--- src/rtl/mcr_pkg.sv ---
// Shared types and constants for the midpoint circle rasterizer.
// No dependencies; used by mcr_step, mcr_point and the top level.
`timescale 1ns / 1ps
`default_nettype none

package mcr_pkg;

  localparam int COORD_BITS     = 12;
  localparam int RADIUS_BITS    = 11;
  localparam int DEC_BITS       = RADIUS_BITS + 4;
  localparam int OUT_BITS       = COORD_BITS + 2;
  localparam int SUM_BITS       = ((COORD_BITS > RADIUS_BITS) ? COORD_BITS : RADIUS_BITS) + 2;
  localparam int POINTS_PER_RUN = 8;
  localparam int POINT_IDX_BITS = 3;

  localparam int IN_DATA_BITS  = ((2 * COORD_BITS + RADIUS_BITS + 7) / 8) * 8;
  localparam int OUT_DATA_BITS = ((2 * OUT_BITS + 7) / 8) * 8;

  // Decision update terms
  localparam logic [DEC_BITS-1:0] DEC_INIT     = DEC_BITS'(3);
  localparam logic [DEC_BITS-1:0] DEC_INC_KEEP = DEC_BITS'(6);
  localparam logic [DEC_BITS-1:0] DEC_INC_DIAG = DEC_BITS'(10);

  localparam logic [POINT_IDX_BITS-1:0] LAST_POINT_IDX = POINT_IDX_BITS'(POINTS_PER_RUN - 1);

  typedef enum logic {
    KIND_START = 1'b0,
    KIND_STEP  = 1'b1
  } kind_e;

  typedef struct packed {
    logic                   active;
    logic [COORD_BITS-1:0]  center_x;
    logic [COORD_BITS-1:0]  center_y;
    logic [RADIUS_BITS-1:0] offset_x;
    logic [RADIUS_BITS-1:0] offset_y;
    logic [DEC_BITS-1:0]    decision;
  } circle_state_t;

  // One run of eight symmetric points
  typedef struct packed {
    logic [COORD_BITS-1:0]  center_x;
    logic [COORD_BITS-1:0]  center_y;
    logic [RADIUS_BITS-1:0] offset_x;
    logic [RADIUS_BITS-1:0] offset_y;
    logic                   done;
  } run_t;

endpackage

`default_nettype wire

--- src/rtl/mcr_step.sv ---
// Next-state logic of the circle walker: start and step update of offsets and decision.
// Depends on mcr_pkg.
`timescale 1ns / 1ps
`default_nettype none

module mcr_step (
  input  var mcr_pkg::circle_state_t      state_i,
  input  var mcr_pkg::kind_e              kind_i,
  input  wire [mcr_pkg::COORD_BITS-1:0]   center_x_i,
  input  wire [mcr_pkg::COORD_BITS-1:0]   center_y_i,
  input  wire [mcr_pkg::RADIUS_BITS-1:0]  radius_i,
  output mcr_pkg::circle_state_t          state_o,
  output logic                            emit_o,
  output mcr_pkg::run_t                   run_o
);

  logic [mcr_pkg::RADIUS_BITS:0]   x_next;
  logic [mcr_pkg::RADIUS_BITS-1:0] y_next;
  logic [mcr_pkg::DEC_BITS-1:0]    x4;
  logic [mcr_pkg::DEC_BITS-1:0]    y4;
  logic                            done;

  assign x4 = mcr_pkg::DEC_BITS'(state_i.offset_x) << 2;
  assign y4 = mcr_pkg::DEC_BITS'(state_i.offset_y) << 2;

  always_comb begin
    state_o = state_i;
    emit_o  = 1'b0;
    done    = 1'b0;
    x_next  = {1'b0, state_i.offset_x} + 1'b1;
    y_next  = state_i.offset_y;
    if (kind_i == mcr_pkg::KIND_START) begin
      state_o.center_x = center_x_i;
      state_o.center_y = center_y_i;
      state_o.offset_x = '0;
      state_o.offset_y = radius_i;
      state_o.decision = mcr_pkg::DEC_INIT - (mcr_pkg::DEC_BITS'(radius_i) << 1);
      done             = (radius_i == '0);
      state_o.active   = !done;
      emit_o           = 1'b1;
    end else if (state_i.active) begin
      if (state_i.decision[mcr_pkg::DEC_BITS-1]) begin
        state_o.decision = state_i.decision + x4 + mcr_pkg::DEC_INC_KEEP;
      end else begin
        state_o.decision = state_i.decision + x4 - y4 + mcr_pkg::DEC_INC_DIAG;
        // y never drops below zero
        if (state_i.offset_y != '0) begin
          y_next = state_i.offset_y - 1'b1;
        end
      end
      state_o.offset_x = x_next[mcr_pkg::RADIUS_BITS-1:0];
      state_o.offset_y = y_next;
      done             = (x_next > {1'b0, y_next});
      state_o.active   = !done;
      emit_o           = 1'b1;
    end
  end

  assign run_o.center_x = state_o.center_x;
  assign run_o.center_y = state_o.center_y;
  assign run_o.offset_x = state_o.offset_x;
  assign run_o.offset_y = state_o.offset_y;
  assign run_o.done     = done;

endmodule

`default_nettype wire

--- src/rtl/mcr_point.sv ---
// Point generator: one of the eight symmetric points of a run, picked by index.
// Depends on mcr_pkg.
`timescale 1ns / 1ps
`default_nettype none

module mcr_point (
  input  var mcr_pkg::run_t                    run_i,
  input  wire [mcr_pkg::POINT_IDX_BITS-1:0]    idx_i,
  output logic [mcr_pkg::OUT_BITS-1:0]         point_x_o,
  output logic [mcr_pkg::OUT_BITS-1:0]         point_y_o
);

  logic [mcr_pkg::SUM_BITS-1:0] cx;
  logic [mcr_pkg::SUM_BITS-1:0] cy;
  logic [mcr_pkg::SUM_BITS-1:0] dx;
  logic [mcr_pkg::SUM_BITS-1:0] dy;
  logic [mcr_pkg::SUM_BITS-1:0] sx;
  logic [mcr_pkg::SUM_BITS-1:0] sy;

  assign cx = mcr_pkg::SUM_BITS'(run_i.center_x);
  assign cy = mcr_pkg::SUM_BITS'(run_i.center_y);

  // Upper index bit swaps the offsets; the two low bits pick the signs.
  assign dx = idx_i[2] ? mcr_pkg::SUM_BITS'(run_i.offset_y) : mcr_pkg::SUM_BITS'(run_i.offset_x);
  assign dy = idx_i[2] ? mcr_pkg::SUM_BITS'(run_i.offset_x) : mcr_pkg::SUM_BITS'(run_i.offset_y);

  assign sx = idx_i[0] ? (cx - dx) : (cx + dx);
  assign sy = idx_i[1] ? (cy - dy) : (cy + dy);

  assign point_x_o = sx[mcr_pkg::OUT_BITS-1:0];
  assign point_y_o = sy[mcr_pkg::OUT_BITS-1:0];

endmodule

`default_nettype wire

--- src/rtl/midpoint_circle_rasterizer_unit.sv ---
// Top level of the midpoint circle rasterizer: input handshake, run queue, point output.
// Depends on mcr_pkg, mcr_step and mcr_point.
`timescale 1ns / 1ps
`default_nettype none

// A start word (tuser = 0) loads a center and radius and yields the eight points of the
// circle at x = 0; each step word (tuser = 1) advances the walk by one column and yields
// the next eight points. A step word while no circle is active yields nothing. Every word
// that yields points produces exactly eight output words, the eighth with tlast set, all
// with tuser set when they are the circle's final set. The output port delivers one point
// per cycle while the output is ready; the state update is done in the accept cycle,
// one run waits in a holding register while the previous run drains, so a new word
// can be taken before the previous run has drained, and a run passes through the
// holding, run and output registers. A step word that yields nothing is just absorbed.
module midpoint_circle_rasterizer_unit (
  input  wire                                 clk_i,
  input  wire                                 rst_ni,
  input  wire                                 s_axis_tvalid_i,
  output logic                                s_axis_tready_o,
  // center_x [11:0], center_y [23:12], radius [34:24], zero fill above
  input  wire [mcr_pkg::IN_DATA_BITS-1:0]     s_axis_tdata_i,
  // kind
  input  wire                                 s_axis_tuser_i,
  output logic                                m_axis_tvalid_o,
  input  wire                                 m_axis_tready_i,
  // point_x [13:0], point_y [27:14], zero fill above
  output logic [mcr_pkg::OUT_DATA_BITS-1:0]   m_axis_tdata_o,
  // last_of_step
  output logic                                m_axis_tlast_o,
  // circle_done
  output logic                                m_axis_tuser_o
);

  localparam int CB = mcr_pkg::COORD_BITS;
  localparam int RB = mcr_pkg::RADIUS_BITS;
  localparam int OB = mcr_pkg::OUT_BITS;

  mcr_pkg::circle_state_t state_q;
  mcr_pkg::circle_state_t state_d;
  mcr_pkg::run_t          step_run;
  logic                   step_emit;
  mcr_pkg::kind_e         in_kind;

  logic                   pend_valid_q;
  mcr_pkg::run_t          pend_q;
  logic                   run_valid_q;
  mcr_pkg::run_t          run_q;
  logic [mcr_pkg::POINT_IDX_BITS-1:0] run_idx_q;

  logic                   out_valid_q;
  logic [OB-1:0]          out_x_q;
  logic [OB-1:0]          out_y_q;
  logic                   out_last_q;
  logic                   out_done_q;

  logic [OB-1:0]          pt_x;
  logic [OB-1:0]          pt_y;

  logic                   s_fire;
  logic                   out_load;
  logic                   run_last;
  logic                   run_load;

  assign in_kind = mcr_pkg::kind_e'(s_axis_tuser_i);

  mcr_step u_step (
    .state_i    (state_q),
    .kind_i     (in_kind),
    .center_x_i (s_axis_tdata_i[CB-1:0]),
    .center_y_i (s_axis_tdata_i[2*CB-1:CB]),
    .radius_i   (s_axis_tdata_i[2*CB+RB-1:2*CB]),
    .state_o    (state_d),
    .emit_o     (step_emit),
    .run_o      (step_run)
  );

  mcr_point u_point (
    .run_i     (run_q),
    .idx_i     (run_idx_q),
    .point_x_o (pt_x),
    .point_y_o (pt_y)
  );

  assign out_load = run_valid_q && (!out_valid_q || m_axis_tready_i);
  assign run_last = (run_idx_q == mcr_pkg::LAST_POINT_IDX);
  assign run_load = pend_valid_q && (!run_valid_q || (out_load && run_last));

  assign s_axis_tready_o = !pend_valid_q || run_load;
  assign s_fire          = s_axis_tvalid_i && s_axis_tready_o;

  always_ff @(posedge clk_i or negedge rst_ni) begin
    if (!rst_ni) begin
      state_q <= '0;
    end else if (s_fire) begin
      state_q <= state_d;
    end
  end

  // Hold one finished run while the previous one drains
  always_ff @(posedge clk_i or negedge rst_ni) begin
    if (!rst_ni) begin
      pend_valid_q <= 1'b0;
    end else if (s_fire && step_emit) begin
      pend_valid_q <= 1'b1;
    end else if (run_load) begin
      pend_valid_q <= 1'b0;
    end
  end

  always_ff @(posedge clk_i) begin
    if (s_fire && step_emit) begin
      pend_q <= step_run;
    end
  end

  always_ff @(posedge clk_i or negedge rst_ni) begin
    if (!rst_ni) begin
      run_valid_q <= 1'b0;
      run_idx_q   <= '0;
    end else if (run_load) begin
      run_valid_q <= 1'b1;
      run_idx_q   <= '0;
    end else if (out_load) begin
      run_idx_q <= run_idx_q + 1'b1;
      if (run_last) begin
        run_valid_q <= 1'b0;
      end
    end
  end

  always_ff @(posedge clk_i) begin
    if (run_load) begin
      run_q <= pend_q;
    end
  end

  always_ff @(posedge clk_i or negedge rst_ni) begin
    if (!rst_ni) begin
      out_valid_q <= 1'b0;
    end else if (out_load) begin
      out_valid_q <= 1'b1;
    end else if (m_axis_tready_i) begin
      out_valid_q <= 1'b0;
    end
  end

  always_ff @(posedge clk_i) begin
    if (out_load) begin
      out_x_q    <= pt_x;
      out_y_q    <= pt_y;
      out_last_q <= run_last;
      out_done_q <= run_q.done;
    end
  end

  assign m_axis_tvalid_o = out_valid_q;
  assign m_axis_tdata_o  = mcr_pkg::OUT_DATA_BITS'({out_y_q, out_x_q});
  assign m_axis_tlast_o  = out_last_q;
  assign m_axis_tuser_o  = out_done_q;

`ifndef NO_ASSERTIONS
  // Index only moves while a run is loaded
  assert property (@(posedge clk_i) disable iff (!rst_ni)
    run_idx_q != '0 |-> run_valid_q)
    else $error("point index set without a run");

  // A step while idle must not queue a run
  assert property (@(posedge clk_i) disable iff (!rst_ni)
    (s_fire && in_kind == mcr_pkg::KIND_STEP && !state_q.active) |=> !pend_valid_q)
    else $error("idle step queued a run");

  // A start always queues a run
  assert property (@(posedge clk_i) disable iff (!rst_ni)
    (s_fire && in_kind == mcr_pkg::KIND_START) |=> pend_valid_q)
    else $error("start did not queue a run");
`endif

endmodule

`default_nettype wire
--- config.mk ---
export PLATFORM = sky130hd
export DESIGN_NAME = midpoint_circle_rasterizer_unit
export DESIGN_NICKNAME = d
export VERILOG_FILES = /design/src/rtl/mcr_pkg.sv /design/src/rtl/mcr_step.sv /design/src/rtl/mcr_point.sv /design/src/rtl/midpoint_circle_rasterizer_unit.sv
export SDC_FILE = /design/constraint.sdc
export NUM_CORES = 1
export LEC_CHECK = 0
export BUFFER_PORTS_ARGS = -buffer_cell sky130_fd_sc_hd__buf_2
export CORE_MARGIN = 4
export CORE_UTILIZATION = 51
export DETAILED_ROUTE_END_ITERATION = 8
export GPL_ROUTABILITY_DRIVEN = 0
export PLACE_DENSITY_LB_ADDON = 0.05
export SETUP_SLACK_MARGIN = 0.1
export SLEW_MARGIN = 10
export SYNTH_ARGS = -nofsm -noshare
export SYNTH_HDL_FRONTEND = slang
export SYNTH_SLANG_ARGS = --single-unit
--- constraint.sdc ---
create_clock -name clk_i -period 5.1 [get_ports clk_i]
set_clock_uncertainty 0.1 [all_clocks]
set_input_delay 0.765 -clock clk_i [delete_from_list [all_inputs] [get_ports clk_i]]
set_output_delay 0.765 -clock clk_i [all_outputs]
set_load 0.01 [all_outputs]
==> results.json, run 1 <==
{
  "outcome": "complete, no violations",
  "holdPathEnd": "run_q[31]$_DFFE_PP_",
  "hold_violations": 0,
  "port_buffers": 71,
  "core_um2": 22710,
  "grt_max_degree": 68,
  "start_util_pct": 52.00,
  "postCtsSetupBuffers": 0,
  "cp_common_cell": "ha_1",
  "reg2reg_to": "state_q[14]$_DFFE_PN0P_",
  "diodes": 0,
  "grt_pass1_vias": 7850,
  "cts_buffers": 17,
  "fin_setup_tns_ns": 0,
  "async_flop_share_pct": 35.08,
  "cts_resized": 0,
  "hold_ws_ns": 0.3119,
  "first_pass_iters": 5,
  "slew_violations": 0,
  "peakVddDrop_mv": 0.7748,
  "crit_fanout": 6,
  "ctsRootBufferMaster": "clkbuf_16",
  "hold_path_startpoint": "pend_q[31]$_DFFE_PP_",
  "syn_area_um2": 11810,
  "ff2ff_path_depth": 17,
  "post-route-period-util_pct": 86.25,
  "total_power_mw": 8.219,
  "slowest_delay_ns": 0.49,
  "final_area_um2": 13030,
  "dp_hpwl_um": 18240,
  "p_per_area_nw_per_um2": 630.6,
  "cp-start-kind": "flip-flop",
  "worst-path-buf-inv": 1,
  "die_w_um": 160.2,
  "worstPathCellList": "ha_1 -> inv_1 -> fa_1 -> nor2b_2 -> o21ai_1 -> xnor2_1 -> ha_1 -> ha_1 -> a21o_1 -> a21o_1 -> a41oi_1 -> o21ai_1 -> a31oi_1 -> o21ai_0 -> xnor2_1 -> nor4_1 -> nor3_1",
  "cp.required_ns": 5.31,
  "final_nets": 1301,
  "rows": 55,
  "io_pins": 81,
  "cts_tree": "built",
  "grt_setup_unrepaired": "no",
  "grt_pass1_wl_um": 40920,
  "synth_cells": 1088,
  "hold_path.class": "reg -> reg",
  "yosysWarnings": 0,
  "grt_overflow_total": 0,
  "drc": 0,
  "period_minus_slack_ns": 4.399,
  "grt_usage_pct": 20.05,
  "crit_slowest_cell": "dfrtp_1",
  "seq_area_frac_synth_pct": 45.73,
  "critical_path.top_delay_family": "compound AO/OA/AOI/OAI gates",
  "num_vias": 7974,
  "worst_slew_pin_slew_ns": 0.9700,
  "ctsHoldBuffers": 0,
  "hold_path_depth": 0,
  "slew_headroom_pct": 35.33,
  "cts_htree_levels": 4,
  "die_y_um": 160.2,
  "cts_sinks": 191,
  "r2r_start": "state_q[26]$_DFFE_PN0P_",
  "avgRoutedWirePerCell_um": 17.13,
  "arrival_ns": 4.61,
  "clk_pin_slew_ns": 0.08,
  "setup_viol": 0,
  "routed_wl_um": 24890,
  "drv_cap": 0,
  "max_freq_ghz": 0.2273,
  "drive_above_1_share_pct": 18.24,
  "synth_enable_flop_cells": 124,
  "viasPerCell": 5.488,
  "postRouteAntennaNets": 0,
  "synth_ff_type": "edfxtp_1",
  "crit_type": "reg -> reg",
  "yosysUniqueCellTypes": 82,
  "drtIter0Drc": 441,
  "p_leak_nw": 5.455,
  "dieArea_um2": 25650,
  "end_kind": "flip-flop",
  "antenna_found_initial": 0,
  "clk_latency_ns": 0.43,
  "syn_to_final_growth_pct": 10.37,
  "syn_avg_cell_area_um2": 10.85,
  "synth-seq-cells": 191,
  "cts.path.max_buffers": 2,
  "post_dp_cell_area_um2": 12460,
  "r2r_slack_ns": 0.70
}
==> layer usage <==
| layer | vias to the layer above | share of wire [%] | track usage, % |
|---|---|---|---|
| met2 | 109 | 49 | 34.55 |
| met3 | 22 | 2.9 | 2.787 |
| li1 | 4056 | - | - |
| met5 | - | 0 | 0 |
| met1 | 3787 | 46 | 26.96 |
| met4 | 0 | 1.3 | 4.810 |
==> kinds of logic after synthesis <==
group	Yosys count	share of synthesized area, %
adders and majority gates	101	11.02
AOI/OAI and AO/OA	238	13.18
xor gates and xnor gates	88	6.654
and+or+nand+nor	258	10.73
DFF	191	45.73
other	1	0.03176
buffers and inverters	117	3.973
muxes	94	8.678
==> power breakdown <==
group          internal (mW)  switching, mW
Sequential              2.21          0.285
Combinational           1.98           2.44
Clock                  0.689          0.610
==> worst reg2reg max path, stage by stage (launching register included) <==
cell     delay [ns]
dfrtp_1        0.49
ha_1           0.26
inv_1          0.07
fa_1           0.47
nor2b_2        0.21
o21ai_1        0.11
xnor2_1        0.24
ha_1           0.28
ha_1           0.36
a21o_1         0.20
a21o_1         0.17
a41oi_1        0.33
o21ai_1        0.17
a31oi_1        0.27
o21ai_0        0.15
xnor2_1        0.14
nor4_1         0.18
nor3_1         0.09
==> per-stage QoR <==
stage                     cells  util, %  setup WS (ns)
final                      1453    57.39         0.7013
after global routing       1453    57.39         0.2730
after CTS                  1453    57.39         0.6760
after detailed placement   1421    54.86         0.7043
after global placement     1421    54.86         0.7242
after floorplan            1091        -          1.273
==> final cells by class <==
cell class / instances / area [um^2]
Fill cell: 2025 / 9676
Multi-Input combinational cell: 783 / 5953
Sequential cell: 191 / 5400
Timing Repair Buffer: 84 / 455.4
Clock buffer: 17 / 425.4
Tap cell: 285 / 356.6
Inverter: 78 / 292.8
Clock inverter: 15 / 150.1
==> registers in the layout, summed over array words and instances (netlist names) <==
signal and flops:
state_q 61, pend_q 47, run_q 47, out_x_q 14, out_y_q 14, run_idx_q 3, m_axis_tlast_o 1, m_axis_tuser_o 1
m_axis_tvalid_o 1, pend_valid_q 1, run_valid_q 1
==> synth_stat cells (all sizes together), types with 25 or more instances <==
cell	count	share of area [%]
edfxtp	124	32
ha	96	10
nor2	83	2.6
inv	76	2.4
a21oi	72	3.1
dfrtp	67	14
mux2	67	6.4
nand2	61	2.0
o21ai	58	2.5
xnor2	58	4.4
xor2	30	2.2
mux2i	27	2.3
clkbuf	25	0.79
==> placed cells by master (no fill, tap or decap), types with 37 or more instances in the layout <==
cell type / synthesis / final
edfxtp_1: 124 / 124
mux2_2: 67 / 67
xnor2_1: 56 / 56
nand2_1: 60 / 60
nor2_1: 83 / 83
a21oi_1: 72 / 72
dfrtp_1: 67 / 67
inv_1: 76 / 76
buf_2: 3 / 70
o21ai_0: 37 / 37
ha_1: 96 / 96
==> worst max path at each step <==
stage                       startpoint                 endpoint  slack [ns]  depth (start not counted)
3_3_place_gp   state_q[26]$_DFFE_PN0P_  state_q[13]$_DFFE_PN0P_        0.72                         16
2_1_floorplan  state_q[26]$_DFFE_PN0P_  state_q[14]$_DFFE_PN0P_        1.27                         17
3_5_place_dp   state_q[26]$_DFFE_PN0P_  state_q[14]$_DFFE_PN0P_        0.70                         17
5_1_grt        state_q[26]$_DFFE_PN0P_  state_q[14]$_DFFE_PN0P_        0.27                         17
4_1_cts        state_q[26]$_DFFE_PN0P_  state_q[14]$_DFFE_PN0P_        0.68                         17
6_report       state_q[26]$_DFFE_PN0P_  state_q[14]$_DFFE_PN0P_        0.70                         17
Note: power is estimated with default switching activity, not from simulation.
==> inputs of run 2 (changes only) <==
--- a/config.mk
+++ b/config.mk
@@ -6,12 +6,14 @@
 export NUM_CORES = 1
 export LEC_CHECK = 0
 export BUFFER_PORTS_ARGS = -buffer_cell sky130_fd_sc_hd__buf_2
-export CORE_MARGIN = 4
+export CORE_MARGIN = 5
 export CORE_UTILIZATION = 51
 export DETAILED_ROUTE_END_ITERATION = 8
 export GPL_ROUTABILITY_DRIVEN = 0
+export GPL_TIMING_DRIVEN = 0
 export PLACE_DENSITY_LB_ADDON = 0.05
 export SETUP_SLACK_MARGIN = 0.1
+export SKIP_CTS_REPAIR_TIMING = 1
 export SLEW_MARGIN = 10
 export SYNTH_ARGS = -nofsm -noshare
 export SYNTH_HDL_FRONTEND = slang
==> results.json, run 2 (synthesis results as in run 1) <==
{
  "top_layer": "met4",
  "total_power_mw": 8.339,
  "drv_cap": 0,
  "r2r_start": "state_q[26]$_DFFE_PN0P_",
  "setup_slack_ns": 0.5604,
  "dp_hpwl_um": 20870,
  "antenna_found_initial": 0,
  "hold_violations": 0,
  "clk_pin_slew_ns": 0.07,
  "final_core_util_pct": 58.05,
  "outcome": "complete, no violations",
  "worst_slew_pin_slew_ns": 0.7733,
  "met3_length_um": 988,
  "p_int_mw": 4.885,
  "swShare_pct": 41.42,
  "grt_setup_unrepaired": "no",
  "grt_max_degree": 42,
  "io_pins": 81,
  "ff2ff_path_depth": 15,
  "cts_buffers": 17,
  "core_um2": 22710,
  "post-route-period-util_pct": 89.01,
  "slew_headroom_pct": 48.37,
  "cp.required_ns": 5.38,
  "worstPathCellList": "ha_1 -> inv_1 -> fa_1 -> xnor2_2 -> ha_1 -> ha_1 -> o21ai_1 -> a21oi_1 -> o41ai_1 -> o21ai_1 -> o41ai_1 -> xor2_1 -> o21ai_0 -> o21ai_1 -> a2bb2oi_2",
  "drc": 0,
  "fillers": 1993,
  "num_vias": 8279,
  "hold_path.class": "in -> async",
  "cts_tree": "built",
  "dieArea_um2": 26300,
  "largest_reg_flops": 61,
  "syn_to_final_growth_pct": 11.63,
  "slew_violations": 0,
  "setup.worst_path.start": "state_q[26]$_DFFE_PN0P_",
  "reg_top3": "state_q (61), pend_q (47), run_q (47)",
  "crit_fanout": 6,
  "end_kind": "flip-flop",
  "final_nets": 1330,
  "routed_wl_um": 26750,
  "fin_setup_tns_ns": 0,
  "setup_viol": 0,
  "grt_usage_pct": 20.89,
  "peakVddDrop_mv": 0.7574,
  "grt_pass1_wl_um": 43090,
  "final_cell_mix": "edfxtp_1, ha_1, nor2_1",
  "p_seq_share_pct": 29.6,
  "rows": 55,
  "drive_above_1_share_pct": 17.63,
  "drtIter0Drc": 495,
  "viasPerCell": 5.586,
  "p_leak_nw": 5.499,
  "avgRoutedWirePerCell_um": 18.05,
  "port_buffers": 71,
  "wl_met2_um": 13610,
  "grt_pass1_vias": 8263,
  "pwr-share-comb_pct": 54.9,
  "max_freq_ghz": 0.2203,
  "top_register": "state_q",
  "crit_slowest_cell": "o41ai_1",
  "cts_sinks": 191,
  "wl_met1_um": 11650,
  "first_pass_iters": 5,
  "ctsRootBufferMaster": "clkbuf_16",
  "seqCellArea_um2": 5400,
  "cts.path.max_buffers": 2,
  "clk_latency_ns": 0.44,
  "crit_type": "reg -> reg",
  "layout_commonest_cell": "edfxtp_1",
  "switching_power_mw": 3.454,
  "grt_overflow_total": 0,
  "period_minus_slack_ns": 4.540,
  "cp-start-kind": "flip-flop",
  "clkPwrFrac_pct": 15.5,
  "die_y_um": 162.2,
  "slowest_delay_ns": 0.54,
  "diodes": 0,
  "pre_cts_slack_ns": 0.4257,
  "cts_htree_levels": 4,
  "p_per_area_nw_per_um2": 632.6,
  "arrival_ns": 4.82,
  "postRouteAntennaNets": 0,
  "die_w_um": 162.2,
  "multi_input_area_um2": 5952,
  "start_util_pct": 52.00
}
[run 2: changes by cell type in the layout (fill, tap and decap cells not counted), sizes merged]
| cell | before | now |
|---|---|---|
| clkbuf | 17 | 45 |
| clkinvlp | 3 | 2 |
| inv | 84 | 80 |
| clkinv | 5 | 8 |
| buf | 84 | 88 |
| bufinv | 1 | 0 |
[run 2: final timing paths]
| kind | to | slack, ns |
|---|---|---|
| worst max-delay path | state_q[13]$_DFFE_PN0P_ | 0.56 |
| worst min-delay path | state_q[8]$_DFFE_PN0P_ | 0.18 |
| worst max register to register | state_q[13]$_DFFE_PN0P_ | 0.56 |
| worst min register to register | run_q[6]$_DFFE_PP_ | 0.31 |
| max in group asynchronous | state_q[46]$_DFFE_PN0P_ | 4.15 |
| min in group clk_i | run_q[6]$_DFFE_PP_ | 0.31 |
[run 2: per-layer routing]
layer | vias up | GRT usage, %
li1 | 4114 | -
met1 | 3960 | 26.26
met2 | 171 | 37.46
met3 | 34 | 3.197
met4 | 0 | 5.921
met5 | - | 0
[run 2: per-stage QoR]
| stage | cells | instance area, um^2 | hold slack, ns |
|---|---|---|---|
| after floorplan | 1091 | 11820 | 0.3003 |
| after global placement | 1447 | 12530 | 0.3004 |
| after detailed placement | 1450 | 12600 | 0.3045 |
| after CTS | 1482 | 13180 | 0.1805 |
| after global routing | 1482 | 13180 | 0.2014 |
| final | 1482 | 13180 | 0.1800 |
[run 2: final cells by class]
cell class | count | share of cell area (%)
Sequential cell | 191 | 40.96
Tap cell | 285 | 2.705
Buffer | 39 | 1.338
Timing Repair Buffer | 74 | 3.227
Clock inverter | 12 | 0.7498
Inverter | 78 | 2.230
Multi-Input combinational cell | 783 | 45.15
Clock buffer | 20 | 3.635
[run 2: worst max-delay path: cells and delay by family, from the launching register on]
| kind | cells | cell delay, ns |
|---|---|---|
| compound gates | 8 | 1.88 |
| xor+xnor | 2 | 0.46 |
| buf+inv | 1 | 0.08 |
| fa+ha+maj | 4 | 1.46 |
| flops | 1 | 0.50 |
[run 2: power by group through the flow]
stage | sequential [mW] | combinational (mW) | clock, mW
detailed placement | 2.49 | 4.61 | 0
floorplan | 2.49 | 3.47 | 0
finish | 2.46 | 4.58 | 1.29
global placement | 2.49 | 4.52 | 0
CTS | 2.46 | 4.63 | 1.32
global route | 2.52 | 5.15 | 1.38
==> inputs of run 3 (changes only) <==
--- a/config.mk
+++ b/config.mk
@@ -5,6 +5,7 @@
 export SDC_FILE = /design/constraint.sdc
 export NUM_CORES = 1
 export LEC_CHECK = 0
+export ABC_AREA = 1
 export BUFFER_PORTS_ARGS = -buffer_cell sky130_fd_sc_hd__buf_2
 export CORE_MARGIN = 5
 export CORE_UTILIZATION = 51
==> results.json, run 3 <==
{
  "yosysTopAreaCell": "edfxtp_1",
  "die_y_um": 165.3,
  "drc": 0,
  "cts_htree_levels": 4,
  "seq_area_frac_synth_pct": 43.89,
  "slowest_delay_ns": 0.45,
  "diodes": 0,
  "hold_path.class": "in -> async",
  "cts_sinks": 191,
  "start_util_pct": 52.11,
  "reg_top3": "state_q (61), pend_q (47), run_q (47)",
  "synth_top_area_share_pct": 30.26,
  "ctsRootBufferMaster": "clkbuf_16",
  "avgRoutedWirePerCell_um": 16.13,
  "grt_setup_unrepaired": "no",
  "async_flop_share_pct": 35.08,
  "synth_enable_flop_cells": 124,
  "crit_type": "reg -> reg",
  "r2r_slack_ns": 1.27,
  "first_pass_iters": 5,
  "outcome": "complete, no violations",
  "die_w_um": 165.3,
  "grt_overflow_total": 0,
  "clk_pin_slew_ns": 0.08,
  "drive_above_1_share_pct": 11.64,
  "routed_wl_um": 30370,
  "grt_max_degree": 57,
  "final_cell_mix": "nand2_1, inv_1, o21ai_0",
  "fin_setup_tns_ns": 0,
  "dp_cells": 1851,
  "layout_commonest_cell": "nand2_1",
  "cp_common_cell": "ha_1",
  "cts_tree": "built",
  "worstPathCellList": "ha_1 -> inv_1 -> fa_1 -> inv_1 -> nand2_2 -> nand2_2 -> nand3_2 -> nand3_1 -> nand2_4 -> ha_1 -> ha_1 -> nand2_1 -> nor2_1 -> nand3_1 -> o2111ai_1 -> a21oi_1 -> o21ai_0 -> nand3_2 -> a21oi_2",
  "syn_area_um2": 12300,
  "slew_violations": 0,
  "peakVddDrop_mv": 0.7502,
  "dieArea_um2": 27330,
  "cp-start-kind": "flip-flop",
  "postRouteAntennaNets": 0,
  "synth-seq-cells": 191,
  "antenna_found_initial": 0,
  "syn_to_final_growth_pct": 11.61,
  "top_register": "state_q",
  "dp_hpwl_um": 23990,
  "final_nets": 1697,
  "yosysWarnings": 0,
  "yosysUniqueCellTypes": 58,
  "slew_headroom_pct": 20.68,
  "viasPerCell": 5.299,
  "core_um2": 23610,
  "p_leak_nw": 6.302,
  "ff2ff_path_depth": 19,
  "post-route-period-util_pct": 75.14,
  "drv_cap": 0,
  "hold_violations": 0,
  "syn_avg_cell_area_um2": 8.451,
  "synth_ff_type": "edfxtp_1",
  "final_cells": 1883,
  "num_vias": 9978,
  "fillers": 2133,
  "synth.most_common_cell": "nand2_1",
  "seqCellArea_um2": 5400,
  "p_per_area_nw_per_um2": 684.8,
  "synthTopCellsByArea": "edfxtp_1, dfrtp_1, ha_1, nand2_1, inv_1",
  "arrival_ns": 4.10,
  "max_freq_ghz": 0.2610,
  "post_dp_cell_area_um2": 13130,
  "setup_viol": 0,
  "io_pins": 81,
  "final_area_um2": 13730,
  "crit_fanout": 6,
  "final_core_util_pct": 58.16,
  "cts.path.max_buffers": 2,
  "largest_reg_flops": 61,
  "end_kind": "flip-flop",
  "synth_common_cells": "nand2_1, inv_1, o21ai_0",
  "r2r_start": "state_q[26]$_DFFE_PN0P_",
  "worst_slew_pin_slew_ns": 1.189,
  "cp.required_ns": 5.37,
  "grt_pass1_wl_um": 48550,
  "synth_cells": 1456,
  "cts_buffers": 17,
  "setup.worst_path.start": "state_q[26]$_DFFE_PN0P_",
  "multi_input_area_um2": 5836,
  "reg2reg_to": "state_q[11]$_DFFE_PN0P_",
  "grt_usage_pct": 23.00,
  "crit_slowest_cell": "dfrtp_1",
  "clk_latency_ns": 0.44,
  "rows": 56,
  "period_minus_slack_ns": 3.832,
  "drtIter0Drc": 580,
  "grt_pass1_vias": 9604,
  "port_buffers": 71
}
## run 3: cell count changes after synthesis, sizes merged, moves of 24 or more
| cell | delta |
|---|---|
| inv | +154 |
| mux2 | -67 |
| nand2 | +243 |
| nand3 | +52 |
| o21ai | +95 |
| or2 | +24 |
| xnor2 | -56 |
## run 3: kinds of logic (layout without fill, tap and decap cells)
family / Yosys count / after routing / synth area share [%]
AND/OR/NAND/NOR: 537 / 537 / 19.43
AO/OA/AOI/OAI: 299 / 299 / 13.78
buffers and inverters: 280 / 385 / 8.837
flip-flops: 191 / 191 / 43.89
adder cells (fa/ha/maj): 101 / 101 / 10.58
XOR/XNOR: 42 / 42 / 3.051
multiplexers: 5 / 5 / 0.4068
other: 1 / 4 / 0.03048
## run 3: how the worst max path moves through the flow
stage / slack (ns) / cells after the start / endpoint
CTS: 1.29 / 19 / state_q[11]$_DFFE_PN0P_
global placement: 0.13 / 10 / run_idx_q[2]$_DFFE_PN0P_
finish: 1.27 / 19 / state_q[11]$_DFFE_PN0P_
global route: 0.89 / 24 / state_q[13]$_DFFE_PN0P_
detailed placement: 1.29 / 24 / state_q[13]$_DFFE_PN0P_
floorplan: 1.19 / 9 / run_idx_q[2]$_DFFE_PN0P_
## run 3: where the power goes
| part | switching [mW] | total (mW) | leakage [nW] | internal, mW |
|---|---|---|---|---|
| sequential | 0.236 | 2.45 | 1.99 | 2.21 |
| combinational | 3.61 | 5.58 | 4.01 | 1.97 |
| clock | 0.628 | 1.38 | 0.301 | 0.756 |
| total | 4.47 | 9.40 | 6.30 | 4.93 |
## run 3: layout make-up
class	instances	share of cell area [%]
plain buffers	48	1.576
clock buffers	18	3.198
clock inverters	14	1.212
inverters	232	6.341
multi-input cells	988	42.49
flip-flops and latches	191	39.32
well taps	319	2.906
repair buffers	73	2.952
## run 3: layer usage
metal | global-route usage, % | up-vias | wire length [um]
met5 | 0 | - | 0
met4 | 10.01 | 0 | 1127
met3 | 3.376 | 62 | 1292
met2 | 39.70 | 258 | 14930
met1 | 28.77 | 4623 | 13020
li1 | - | 5035 | -
## run 3: per-stage QoR
step           hold slack (ns)  worst slack (ns)  power (mW)
3_5_place_dp            0.3045             1.289       8.010
4_1_cts                 0.1547             1.289       9.422
5_1_grt                 0.1665            0.8908       10.24
3_3_place_gp            0.3045            0.1332       7.890
6_report                0.1536             1.268       9.405
2_1_floorplan           0.3003             1.194       6.605
## run 3: critical path: cells and delay by family (launching register included)
family,cells,cell delay (ns)
and+or+nand+nor,9,1.18
adders and majority gates,4,1.31
buffers and inverters,2,0.18
DFF,1,0.45
AOI/OAI and AO/OA,4,0.54
